**config.mk**
```make
export PLATFORM = sky130hd
export DESIGN_NAME = dfu_download_state_machine_top
export DESIGN_NICKNAME = d
export VERILOG_FILES = /design/src/rtl/core/dfusm_pkg.sv /design/src/rtl/core/dfusm_in_reg.sv /design/src/rtl/core/dfusm_ctrl.sv /design/src/rtl/core/dfusm_out_reg.sv /design/src/rtl/core/dfu_download_state_machine_top.sv
export SDC_FILE = /design/constraint.sdc
export NUM_CORES = 1
export LEC_CHECK = 0
export CAP_MARGIN = 20
export CELL_PAD_IN_SITES_DETAIL_PLACEMENT = 1
export CELL_PAD_IN_SITES_GLOBAL_PLACEMENT = 2
export CORE_MARGIN = 10
export CORE_UTILIZATION = 35
export CTS_CLUSTER_SIZE = 25
export DETAILED_ROUTE_END_ITERATION = 10
export DONT_BUFFER_PORTS = 1
export PLACE_DENSITY_LB_ADDON = 0.15
export REMOVE_ABC_BUFFERS = 1
export SYNTH_ARGS = -nofsm -noshare
export SYNTH_HDL_FRONTEND = slang
export SYNTH_SLANG_ARGS = --single-unit
```
**constraint.sdc**
```tcl
create_clock -name clk -period 5.7 [get_ports clk]
set_clock_uncertainty 0.05 [all_clocks]
set_input_delay 0.57 -clock clk [delete_from_list [all_inputs] [get_ports clk]]
set_output_delay 0.57 -clock clk [all_outputs]
set_load 0.02 [all_outputs]
```
**src/rtl/core/dfusm_pkg.sv**
```systemverilog
// Shared types, codes and parameter defaults for the DFU download state machine.
// Used by every module under rtl/core; depends on nothing.
package dfusm_pkg;

    localparam int unsigned MAX_BLOCK_LEN_DEF = 1024;
    localparam int unsigned HEADER_SIZE_DEF   = 32;

    // DFU class request codes
    localparam logic [7:0] REQ_DNLOAD    = 8'd1;
    localparam logic [7:0] REQ_GETSTATUS = 8'd3;
    localparam logic [7:0] REQ_CLRSTATUS = 8'd4;
    localparam logic [7:0] REQ_GETSTATE  = 8'd5;
    localparam logic [7:0] REQ_ABORT     = 8'd6;

    // minimum wLength of the reads
    localparam logic [15:0] GETSTATUS_MIN_LEN = 16'd6;
    localparam logic [15:0] GETSTATE_MIN_LEN  = 16'd1;

    localparam logic [3:0] FLASH_OK = 4'd0;

    typedef enum logic [2:0] {
        ST_IDLE       = 3'd0,
        ST_DN_SYNC    = 3'd1,
        ST_DN_IDLE    = 3'd2,
        ST_MAN_SYNC   = 3'd3,
        ST_MAN        = 3'd4,
        ST_WAIT_RESET = 3'd5,
        ST_ERROR      = 3'd6
    } dfu_phase_t;

    typedef enum logic [3:0] {
        SC_OK       = 4'd0,
        SC_TARGET   = 4'd1,
        SC_FILE     = 4'd2,
        SC_WRITE    = 4'd3,
        SC_ERASE    = 4'd4,
        SC_VERIFY   = 4'd5,
        SC_ADDRESS  = 4'd6,
        SC_FIRMWARE = 4'd7,
        SC_SEQUENCE = 4'd8,
        SC_UNKNOWN  = 4'd9
    } status_t;

    typedef struct packed {
        logic [7:0]  kind;
        logic        direction_in;
        logic        class_interface_ok;
        logic [15:0] block_number;
        logic [15:0] length;
        logic [3:0]  flash_result;
    } req_t;

    typedef struct packed {
        logic       accepted;
        logic [3:0] status_code;
        logic [2:0] state_code;
        logic       manifest_done;
    } rsp_t;

    // flash engine verdict to DFU status
    function automatic status_t flash_to_status(input logic [3:0] fres);
        status_t sc;
        case (fres)
            4'd0:    sc = SC_OK;
            4'd1:    sc = SC_ADDRESS;
            4'd2:    sc = SC_VERIFY;
            4'd3:    sc = SC_VERIFY;
            4'd4:    sc = SC_FIRMWARE;
            4'd5:    sc = SC_ERASE;
            4'd6:    sc = SC_WRITE;
            4'd7:    sc = SC_SEQUENCE;
            default: sc = SC_FIRMWARE;
        endcase
        return sc;
    endfunction

endpackage

```
**src/rtl/core/dfusm_in_reg.sv**
```systemverilog
// Input register for request items.
// Depends on dfusm_pkg for the request item type.
module dfusm_in_reg
(
    input  logic             clk,
    input  logic             rst_n,
    input  logic             req_valid,
    output logic             req_stall,
    input  dfusm_pkg::req_t  req,
    input  logic             advance,
    output logic             item_vld,
    output dfusm_pkg::req_t  item
);

    logic            vld_reg;
    logic            vld_next;
    logic            take;
    dfusm_pkg::req_t item_reg;

    // hold while the register is full and not moving on
    assign req_stall = vld_reg && !advance;
    assign take      = req_valid && !req_stall;

    always_comb
    begin
        vld_next = vld_reg;
        if (take)
        begin
            vld_next = 1'b1;
        end
        else if (advance)
        begin
            vld_next = 1'b0;
        end
    end

    always_ff @(posedge clk or negedge rst_n)
    begin
        if (!rst_n)
        begin
            vld_reg <= 1'b0;
        end
        else
        begin
            vld_reg <= vld_next;
        end
    end

    always_ff @(posedge clk)
    begin
        if (take)
        begin
            item_reg <= req;
        end
    end

    assign item_vld = vld_reg;
    assign item     = item_reg;

endmodule

```
**src/rtl/core/dfusm_ctrl.sv**
```systemverilog
// DFU state, sticky status, header and manifest flags, write offset.
// Depends on dfusm_pkg for codes, item types and the flash status mapping.
module dfusm_ctrl
#(
    parameter int unsigned MAX_BLOCK_LEN = dfusm_pkg::MAX_BLOCK_LEN_DEF,
    parameter int unsigned HEADER_SIZE   = dfusm_pkg::HEADER_SIZE_DEF
)
(
    input  logic             clk,
    input  logic             rst_n,
    input  logic             fire,
    input  dfusm_pkg::req_t  item,
    output dfusm_pkg::rsp_t  result
);

    localparam logic [15:0] XFER_LEN = 16'(MAX_BLOCK_LEN);
    localparam logic [15:0] HDR_LEN  = 16'(HEADER_SIZE);

    dfusm_pkg::dfu_phase_t state_reg, state_next;
    dfusm_pkg::status_t    status_reg, status_next;
    logic                  hdr_reg, hdr_next;
    logic                  man_reg, man_next;
    logic [23:0]           off_reg, off_next;

    logic [15:0] blk_m1;
    logic [31:0] expect_off;
    logic        offset_match;
    logic        can_abort;
    logic        ok;

    assign blk_m1       = item.block_number - 16'd1;
    assign expect_off   = 32'(blk_m1) * 32'(MAX_BLOCK_LEN);
    assign offset_match = (expect_off == {8'd0, off_reg});
    assign can_abort    = (state_reg == dfusm_pkg::ST_IDLE)
                       || (state_reg == dfusm_pkg::ST_DN_SYNC)
                       || (state_reg == dfusm_pkg::ST_DN_IDLE);

    // next state
    always_comb
    begin
        state_next  = state_reg;
        status_next = status_reg;
        hdr_next    = hdr_reg;
        man_next    = man_reg;
        off_next    = off_reg;
        if (fire && item.class_interface_ok)
        begin
            case (item.kind)
                dfusm_pkg::REQ_DNLOAD:
                begin
                    if (!item.direction_in && state_reg != dfusm_pkg::ST_ERROR)
                    begin
                        if (item.length == 16'd0)
                        begin
                            if (state_reg != dfusm_pkg::ST_DN_IDLE || !hdr_reg)
                            begin
                                state_next  = dfusm_pkg::ST_ERROR;
                                status_next = dfusm_pkg::SC_SEQUENCE;
                            end
                            else
                            begin
                                state_next = dfusm_pkg::ST_MAN_SYNC;
                            end
                        end
                        else if (item.length <= XFER_LEN)
                        begin
                            if (item.block_number == 16'd0)
                            begin
                                if (item.length != HDR_LEN || hdr_reg)
                                begin
                                    state_next  = dfusm_pkg::ST_ERROR;
                                    status_next = dfusm_pkg::SC_SEQUENCE;
                                end
                                else
                                begin
                                    status_next = dfusm_pkg::flash_to_status(item.flash_result);
                                    if (item.flash_result != dfusm_pkg::FLASH_OK)
                                    begin
                                        state_next = dfusm_pkg::ST_ERROR;
                                    end
                                    else
                                    begin
                                        hdr_next   = 1'b1;
                                        off_next   = '0;
                                        state_next = dfusm_pkg::ST_DN_SYNC;
                                    end
                                end
                            end
                            else if (!hdr_reg || !offset_match)
                            begin
                                state_next  = dfusm_pkg::ST_ERROR;
                                status_next = dfusm_pkg::SC_SEQUENCE;
                            end
                            else
                            begin
                                status_next = dfusm_pkg::flash_to_status(item.flash_result);
                                if (item.flash_result != dfusm_pkg::FLASH_OK)
                                begin
                                    state_next = dfusm_pkg::ST_ERROR;
                                end
                                else
                                begin
                                    off_next   = off_reg + 24'(item.length);
                                    state_next = dfusm_pkg::ST_DN_SYNC;
                                end
                            end
                        end
                    end
                end
                dfusm_pkg::REQ_GETSTATUS:
                begin
                    if (item.direction_in && item.length >= dfusm_pkg::GETSTATUS_MIN_LEN)
                    begin
                        case (state_reg)
                            dfusm_pkg::ST_DN_SYNC:
                            begin
                                state_next = dfusm_pkg::ST_DN_IDLE;
                            end
                            dfusm_pkg::ST_MAN_SYNC:
                            begin
                                status_next = dfusm_pkg::flash_to_status(item.flash_result);
                                if (item.flash_result != dfusm_pkg::FLASH_OK)
                                begin
                                    state_next = dfusm_pkg::ST_ERROR;
                                end
                                else
                                begin
                                    state_next = dfusm_pkg::ST_MAN;
                                    man_next   = 1'b1;
                                end
                            end
                            dfusm_pkg::ST_MAN:
                            begin
                                state_next = dfusm_pkg::ST_WAIT_RESET;
                            end
                            default:
                            begin
                                state_next = state_reg;
                            end
                        endcase
                    end
                end
                dfusm_pkg::REQ_CLRSTATUS, dfusm_pkg::REQ_ABORT:
                begin
                    if (!item.direction_in
                        && ((item.kind == dfusm_pkg::REQ_CLRSTATUS
                             && state_reg == dfusm_pkg::ST_ERROR)
                            || (item.kind == dfusm_pkg::REQ_ABORT && can_abort)))
                    begin
                        state_next  = dfusm_pkg::ST_IDLE;
                        status_next = dfusm_pkg::SC_OK;
                        hdr_next    = 1'b0;
                        man_next    = 1'b0;
                        off_next    = '0;
                    end
                end
                default:
                begin
                    state_next = state_reg;
                end
            endcase
        end
    end

    // outputs: acceptance and the state as it stands after the item
    always_comb
    begin
        ok = 1'b0;
        if (item.class_interface_ok)
        begin
            case (item.kind)
                dfusm_pkg::REQ_DNLOAD:
                begin
                    if (!item.direction_in && state_reg != dfusm_pkg::ST_ERROR)
                    begin
                        if (item.length == 16'd0)
                        begin
                            ok = (state_reg == dfusm_pkg::ST_DN_IDLE) && hdr_reg;
                        end
                        else
                        begin
                            ok = (item.length <= XFER_LEN);
                        end
                    end
                end
                dfusm_pkg::REQ_GETSTATUS:
                begin
                    ok = item.direction_in && (item.length >= dfusm_pkg::GETSTATUS_MIN_LEN);
                end
                dfusm_pkg::REQ_CLRSTATUS:
                begin
                    ok = !item.direction_in && (state_reg == dfusm_pkg::ST_ERROR);
                end
                dfusm_pkg::REQ_GETSTATE:
                begin
                    ok = item.direction_in && (item.length >= dfusm_pkg::GETSTATE_MIN_LEN);
                end
                dfusm_pkg::REQ_ABORT:
                begin
                    ok = !item.direction_in && can_abort;
                end
                default:
                begin
                    ok = 1'b0;
                end
            endcase
        end
        result.accepted      = ok;
        result.status_code   = 4'(status_next);
        result.state_code    = 3'(state_next);
        result.manifest_done = man_next;
    end

    always_ff @(posedge clk or negedge rst_n)
    begin
        if (!rst_n)
        begin
            state_reg  <= dfusm_pkg::ST_IDLE;
            status_reg <= dfusm_pkg::SC_OK;
            hdr_reg    <= 1'b0;
            man_reg    <= 1'b0;
            off_reg    <= '0;
        end
        else
        begin
            state_reg  <= state_next;
            status_reg <= status_next;
            hdr_reg    <= hdr_next;
            man_reg    <= man_next;
            off_reg    <= off_next;
        end
    end

endmodule

```
**src/rtl/core/dfusm_out_reg.sv**
```systemverilog
// Result register for response items.
// Depends on dfusm_pkg for the response item type.
module dfusm_out_reg
(
    input  logic             clk,
    input  logic             rst_n,
    input  logic             load,
    input  dfusm_pkg::rsp_t  result,
    output logic             rsp_valid,
    input  logic             rsp_stall,
    output dfusm_pkg::rsp_t  rsp
);

    logic            vld_reg;
    logic            vld_next;
    dfusm_pkg::rsp_t rsp_reg;

    always_comb
    begin
        vld_next = vld_reg;
        if (load)
        begin
            vld_next = 1'b1;
        end
        else if (!rsp_stall)
        begin
            vld_next = 1'b0;
        end
    end

    always_ff @(posedge clk or negedge rst_n)
    begin
        if (!rst_n)
        begin
            vld_reg <= 1'b0;
        end
        else
        begin
            vld_reg <= vld_next;
        end
    end

    always_ff @(posedge clk)
    begin
        if (load)
        begin
            rsp_reg <= result;
        end
    end

    assign rsp_valid = vld_reg;
    assign rsp       = rsp_reg;

endmodule

```
**src/rtl/core/dfu_download_state_machine_top.sv**
```systemverilog
// DFU 1.1 download-side device state machine. Each request item is taken into an
// input register, decoded combinationally against the DFU state, and its response
// (accepted, status, state, manifest flag after the request) lands in a result
// register. One item per cycle sustained while the response side does not stall;
// the response passes through the input register and then the result register
// before it is valid. Request stall only rises when both registers are full and
// the response side stalls.
//
// Top level; instantiates dfusm_in_reg, dfusm_ctrl, dfusm_out_reg; uses dfusm_pkg.
module dfu_download_state_machine_top
#(
    parameter int unsigned MAX_BLOCK_LEN = dfusm_pkg::MAX_BLOCK_LEN_DEF,
    parameter int unsigned HEADER_SIZE   = dfusm_pkg::HEADER_SIZE_DEF
)
(
    input  logic             clk,
    input  logic             rst_n,
    input  logic             req_valid,
    output logic             req_stall,
    input  dfusm_pkg::req_t  req,
    output logic             rsp_valid,
    input  logic             rsp_stall,
    output dfusm_pkg::rsp_t  rsp
);

    logic            item_vld;
    logic            fire;
    dfusm_pkg::req_t item;
    dfusm_pkg::rsp_t result;

    // advance when the result register is free or draining this cycle
    assign fire = item_vld && (!rsp_valid || !rsp_stall);

    dfusm_in_reg u_in_reg
    (
        .clk       (clk),
        .rst_n     (rst_n),
        .req_valid (req_valid),
        .req_stall (req_stall),
        .req       (req),
        .advance   (fire),
        .item_vld  (item_vld),
        .item      (item)
    );

    dfusm_ctrl
    #(
        .MAX_BLOCK_LEN (MAX_BLOCK_LEN),
        .HEADER_SIZE   (HEADER_SIZE)
    )
    u_ctrl
    (
        .clk    (clk),
        .rst_n  (rst_n),
        .fire   (fire),
        .item   (item),
        .result (result)
    );

    dfusm_out_reg u_out_reg
    (
        .clk       (clk),
        .rst_n     (rst_n),
        .load      (fire),
        .result    (result),
        .rsp_valid (rsp_valid),
        .rsp_stall (rsp_stall),
        .rsp       (rsp)
    );

`ifndef SYNTHESIS
    a_no_advance_when_blocked: assert property (@(posedge clk) disable iff (!rst_n)
        (rsp_valid && rsp_stall) |-> !fire)
        else $error("item advanced into a stalled result register");

    a_error_has_status: assert property (@(posedge clk) disable iff (!rst_n)
        (rsp_valid && rsp.state_code == 3'(dfusm_pkg::ST_ERROR)) |->
            (rsp.status_code != 4'(dfusm_pkg::SC_OK)))
        else $error("error state reported with ok status");
`endif

endmodule
```
Yosys cells after proc, flatten, opt, wreduce, memory -nomap -nowiden
Memory sizes are Yosys's and may differ from the RTL's. A register that Yosys moved wholly into a read port is not among the register bits. Index checks and enable logic that the tools add are counted.

Memories kept: 3. Output and inout bits: 11. Word-level logic and storage cells: 148. Bits in read-only memories: 96. Register bits after elaboration: 90. Input port bits: 50.

$add $sub $neg: 2. Order comparisons: 3. Equal/unequal tests: 24. Reductions and logical operators: 36. Multiplexer cells: 63.

Memory list: (no name shown) (words 8, bits a word 4, read ports 1, clocked after Yosys merged registers in 1, write ports 0, RTL line dfusm_pkg.sv:63) `case (fres)`; (no name shown) (words 8, bits a word 4, read ports 1, clocked after Yosys merged registers in 1, write ports 0, RTL line dfusm_pkg.sv:63); (no name shown) (words 8, bits a word 4, read ports 1, clocked after Yosys merged registers in 1, write ports 0, RTL line dfusm_pkg.sv:63).

Operators by type and width (number): 24-bit 2-to-1 mux (9); 4-bit 2-to-1 mux (14); 24-bit one-hot mux with 2 select lines (1); 3-bit 2-to-1 mux (14); 16-bit zero test (2); 26-bit by 24-bit equality test with 1-bit output (1); 24-bit by 16-bit adder with 24-bit output (1); 8-bit by 3-bit equality test with 1-bit output (second input constant) (3); 1-bit 2-to-1 mux (18); 3-bit one-hot mux with 3 select lines (2); 9-bit AND reduction (2); 16-bit by 1-bit greater-or-equal comparator with 1-bit output (second input constant) (1); 16-bit by 3-bit greater-or-equal comparator with 1-bit output (second input constant) (1); 16-bit by 11-bit less-or-equal comparator with 1-bit output (second input constant) (1); 16-bit by 6-bit != test with 1-bit output (second input constant) (1); 16-bit by 1-bit subtractor with 16-bit output (second input constant) (1); 1-bit logical AND (13); 4-bit one-hot mux with 3 select lines (1); 2-bit by 1-bit != test with 1-bit output (second input constant) (5); 8-bit by 1-bit equality test with 1-bit output (second input constant) (1); 8-bit by 2-bit equality test with 1-bit output (second input constant) (1); 1-bit zero test (7); 1-bit logical OR (7); 3-bit by 2-bit equality test with 1-bit output (second input constant) (2); other kinds (12) (19).

Depth between registers and ports, before layout
Word-level depth: 11. Gate-level depth with buffers: 13. Mapped depth without buffers: 11.

Hierarchy
Synthesis repeated with hierarchy kept, for this count alone.

Cells, all modules: 497. Area, all modules: 5173.7 um2.

By module, submodules not included: dfusm_ctrl (instances 1, sequential area each 825.8 um2, area an instance 3420.8 um2, cells an instance 434); dfusm_in_reg (instances 1, sequential area each 1406.3 um2, area an instance 1438.9 um2, cells an instance 51); dfusm_out_reg (instances 1, sequential area each 295.3 um2, area an instance 302.8 um2, cells an instance 11); dfu_download_state_machine_top (instances 1, sequential area each 0.0 um2, area an instance 11.3 um2, cells an instance 1).

Worst setup path after synthesis
No wires, ideal clock.

Kind: register to register. Start point: register u_in_reg.item_reg, in the netlist u_in_reg.item[20]. End point: register u_out_reg.rsp_reg, in the netlist u_out_reg.rsp[7] (data pin). Setup time: 0.263 ns. Arrival time: 2.864 ns. Stages on the path, launching flop included: 13. Path buffers: 1. Required time: 5.387 ns. Path slack: 2.523 ns. Clock period less this slack: 3.177 ns. Path through: edfxtp_1 > inv_1 > ha_1 > or3b_1 > nor3_2 > xnor2_1 > or4_1 > nor4b_2 > a31oi_1 > nor2b_1 > clkbuf_1 > a31oi_1 > a211o_1.

RTL lines: from (decl) (RTL line dfusm_in_reg.sv:18) `dfusm_pkg::req_t item_reg;`; from (signal assigned) (RTL line dfusm_in_reg.sv:53) `item_reg <= req;`; to (signal assigned) (RTL line dfusm_out_reg.sv:47) `rsp_reg <= result;`; to (decl) (RTL line dfusm_out_reg.sv:16) `dfusm_pkg::rsp_t rsp_reg;`.

Final worst setup path
Start point: register u_in_reg.item_reg, in the netlist u_in_reg.item[28]. End point: register u_ctrl.off_reg[19].

Word-level cells in the longest chain between the ends: 6. Elaborated cells between the ends (all ways): 13. Those cells by class: add/sub: 1; eq/ne: 3; mux: 5; reduce/logical: 4.

RTL lines: 16-bit by 1-bit subtractor with 16-bit output or 16-bit zero test (tied branches) (RTL line dfusm_ctrl.sv:31, dfusm_ctrl.sv:67); 26-bit by 24-bit equality test with 1-bit output or 24-bit 2-to-1 mux (tied branches) (RTL line dfusm_ctrl.sv:33, dfusm_ctrl.sv:67); 1-bit zero test or 24-bit 2-to-1 mux (tied branches) (RTL line dfusm_ctrl.sv:89, dfusm_ctrl.sv:65); 1-bit logical OR or 24-bit 2-to-1 mux (tied branches) (RTL line dfusm_ctrl.sv:89, dfusm_ctrl.sv:53); 3-bit by 2-bit != test with 1-bit output (no line) or 24-bit 2-to-1 mux (tied branches); 9-bit AND reduction (no line) or 24-bit one-hot mux with 2 select lines (tied branches); to (signal assigned) (RTL line dfusm_ctrl.sv:230) `off_reg <= off_next;`; to (decl) (RTL line dfusm_ctrl.sv:23) `logic [23:0] off_reg, off_next;`.

Parallel ways exist; a longest one is shown, timed or not. The select of a mux whose other input is x is not followed. A chain may end at the register's enable or synchronous reset.

==> results.ini <==
[global_route]
grt_max_degree=47
antenna_found_initial=1
grt_pass1_wl_um=22390
grt_pass1_vias=4109
grt.total_usage_pct=14.04
overflow=0

[job]
drv_cap=0

[critical_path]
path_max_fanout=42
critPathMaxStageDelay_ns=0.63
cpMostUsedCell=mux2i_1
crit_path_top_delay_cell=or4_1
critPathKind=reg -> reg
cp_num_buf_inv=1
cp-start-kind=flop
worstPathRequired_ns=5.90
cp-end-kind=flop
arrival_ns=4.14
crit_chain=or4_1 -> nor4_2 -> mux2i_1 -> mux2i_1 -> o21ai_0 -> a31oi_1 -> a21o_1 -> buf_4 -> or2_0 -> o31ai_1
critPathTopFamily=simple AND/OR/NAND/NOR gates

[clocking]
htreeDepth=3
clk_latency_ns=0.36
clockBufferDepth=2
postCtsResizedCells=0
root_buffer=clkbuf_16
numCtsBuffers=9
cts_sinks=94
cts_tree=built
cts.clk_slew.worst_paths_ns=0.07

[die]
io_pins=61
core-area_mm2=0.01453
std_cell_rows=44
die_area_mm2=0.02005
die_w_um=141.6
fp.dieH_um=141.6
initial_core_util_pct=35.61

[placement]
place.gp.congestion=0.8083
io_buffers=0
pre_cts_ws_ns=1.772
hpwlAfterDp_um=10170

[power]
ir_drop_mv=0.1794
total_power_mw=1.513
p_leak_nw=2.125
power_density_mw_per_mm2=266.0

[synthesis]
yosysWarnings=0
ys_seq_area_share_pct=50.39
ys.flop_type=edfxtp_1
synth_edf_count=55
syn_area_mm2=0.005175
syn_inst=506
async_flop_share_pct=37.23
synth_cell_types=59
avgSynthCellArea_um2=10.23
ys_ff_latch=94

[finish]
drive_gt1_share_pct=5.917
fin_nets=570
largest_register_ff_count=46
insertedDiodeCount=0
fin_util_pct=39.13
area_delta_synth_final_pct=9.889

[sta]
layout_min_cycle_time_ns=3.949
hold_violations=0
fin_ws_ns=1.751
finalCritPeriodShare_pct=69.28
timing.setup.tns_ns=0
rsz0062_at_grt=false
worst_slew_pin_slew_ns=0.8286
drv_slew=0
fmax_ghz=0.2532
setup_viol=0
relSlewSlack_pct=44.25

[routing]
routed_wl_um=13840
vias=3877
vias_per_cell=5.611
dr.pass1.iters=4
drt_iter0_drc=248
ant_nets=0
wl_per_cell_um=20.03
drc=0

[outcome]
status=completed

[worst_hold_path]
hold_path.class=in -> reg

stage by stage:
stage / hold slack [ns] / std cells / instance area (µm²)
after floorplan: 0.2244 / 486 / 5094
after global placement: 0.2271 / 672 / 5339
after detailed placement: 0.2271 / 672 / 5339
after CTS: 0.2390 / 690 / 5667
after global routing: 0.2288 / 691 / 5687
final: 0.2493 / 691 / 5687
area by class of cell:
class / instances / area [µm²]
clock inverter: 6 / 68.82
clock buffer: 10 / 229.0
timing repair buffer: 5 / 65.06
sequential: 94 / 2608
inverter: 13 / 48.80
tap: 184 / 230.2
multi-input combinational: 379 / 2437
fill: 1644 / 8847
repair_timing:
action | CTS | global route
setup buffers | 0 | 0
hold buffers | 2 | 0
hold endpoints to repair | 35 | 0
logic make-up after synthesis:
logic type,synth area share [%]
fa+ha+maj,4.497
buf+inv,2.514
mux,1.765
xor+xnor,4.570
simple gates,19.37
flops,50.39
compound gates,16.90
final timing paths:
kind / slack, ns / start / to / cells past startpoint
setup / recovery: 1.75 / u_in_reg.item[28] / u_ctrl.off_reg[19] / 10
hold / removal: 0.25 / req[37] / u_in_reg.item[37] / 0
setup reg to reg: 1.75 / u_in_reg.item[28] / u_ctrl.off_reg[19] / 10
hold reg to reg: 0.44 / u_in_reg.item_vld / u_out_reg.rsp_valid / 1
max in group asynchronous: 4.76 / rst_n / u_ctrl.off_reg[20] / 2
min in group asynchronous: 0.64 / rst_n / u_ctrl.status_reg[2] / 2
synthesized netlist by cell type (4+ instances only):
cell type,n,area share [%]
edfxtp_1,55,32
nand2_1,48,3.5
xor2_1,11,1.9
o21ai_0,29,2.8
o211ai_1,4,0.58
o41ai_1,5,0.85
nor4_1,11,1.3
nand4b_1,4,0.68
a41oi_1,4,0.68
mux2i_1,8,1.5
o22ai_1,4,0.48
o21bai_1,6,0.87
nor3_1,14,1.4
nor2b_1,6,0.73
buf_2,5,0.48
nand3b_1,5,0.73
o31ai_1,15,2.2
nand2b_1,11,1.3
a21oi_1,25,2.4
a21o_1,10,1.5
nand4_1,6,0.73
dfxtp_1,4,1.5
xnor2_1,16,2.7
nor2_1,39,2.8
ha_1,17,4.1
clkbuf_1,14,1.0
and2_1,5,0.60
inv_1,13,0.94
dfrtp_1,35,17
nand3_1,16,1.5
a31oi_1,11,1.3
a211oi_1,5,0.73
or4_1,7,1.0
where the power goes:
group          internal [mW]  switching, mW
Combinational         0.0380         0.0659
Clock                  0.343          0.271
Sequential             0.760         0.0342
Total                   1.14          0.371
layer usage:
layer / wire length [µm] / share of wire (%) / vias up / track usage, %
li1: - / - / 1902 / -
met1: 6710 / 48 / 1909 / 18.41
met2: 6484 / 47 / 50 / 22.13
met3: 498 / 3.6 / 14 / 4.406
met4: 131 / 0.95 / 2 / 3.120
met5: 13 / 0.094 / - / 0
layout by cell type, fill, tap and decap left out, types with 5 or more instances in the layout:
cell	count
a31oi_1	11
a21oi_1	25
clkbuf_16	9
nand3b_1	5
edfxtp_1	55
mux2i_1	8
o21bai_1	6
nand3_1	16
o31ai_1	15
ha_1	17
nor2b_1	6
a21o_1	10
nor2_1	39
nand4_1	6
inv_1	12
nand2b_1	11
or4_1	7
and2_1	5
nand2_1	48
o21ai_0	29
dfrtp_1	35
nor4_1	11
o41ai_1	5
a211oi_1	5
nor3_1	14
xor2_1	11
xnor2_1	16
Note: power is estimated with default switching activity, not from simulation.
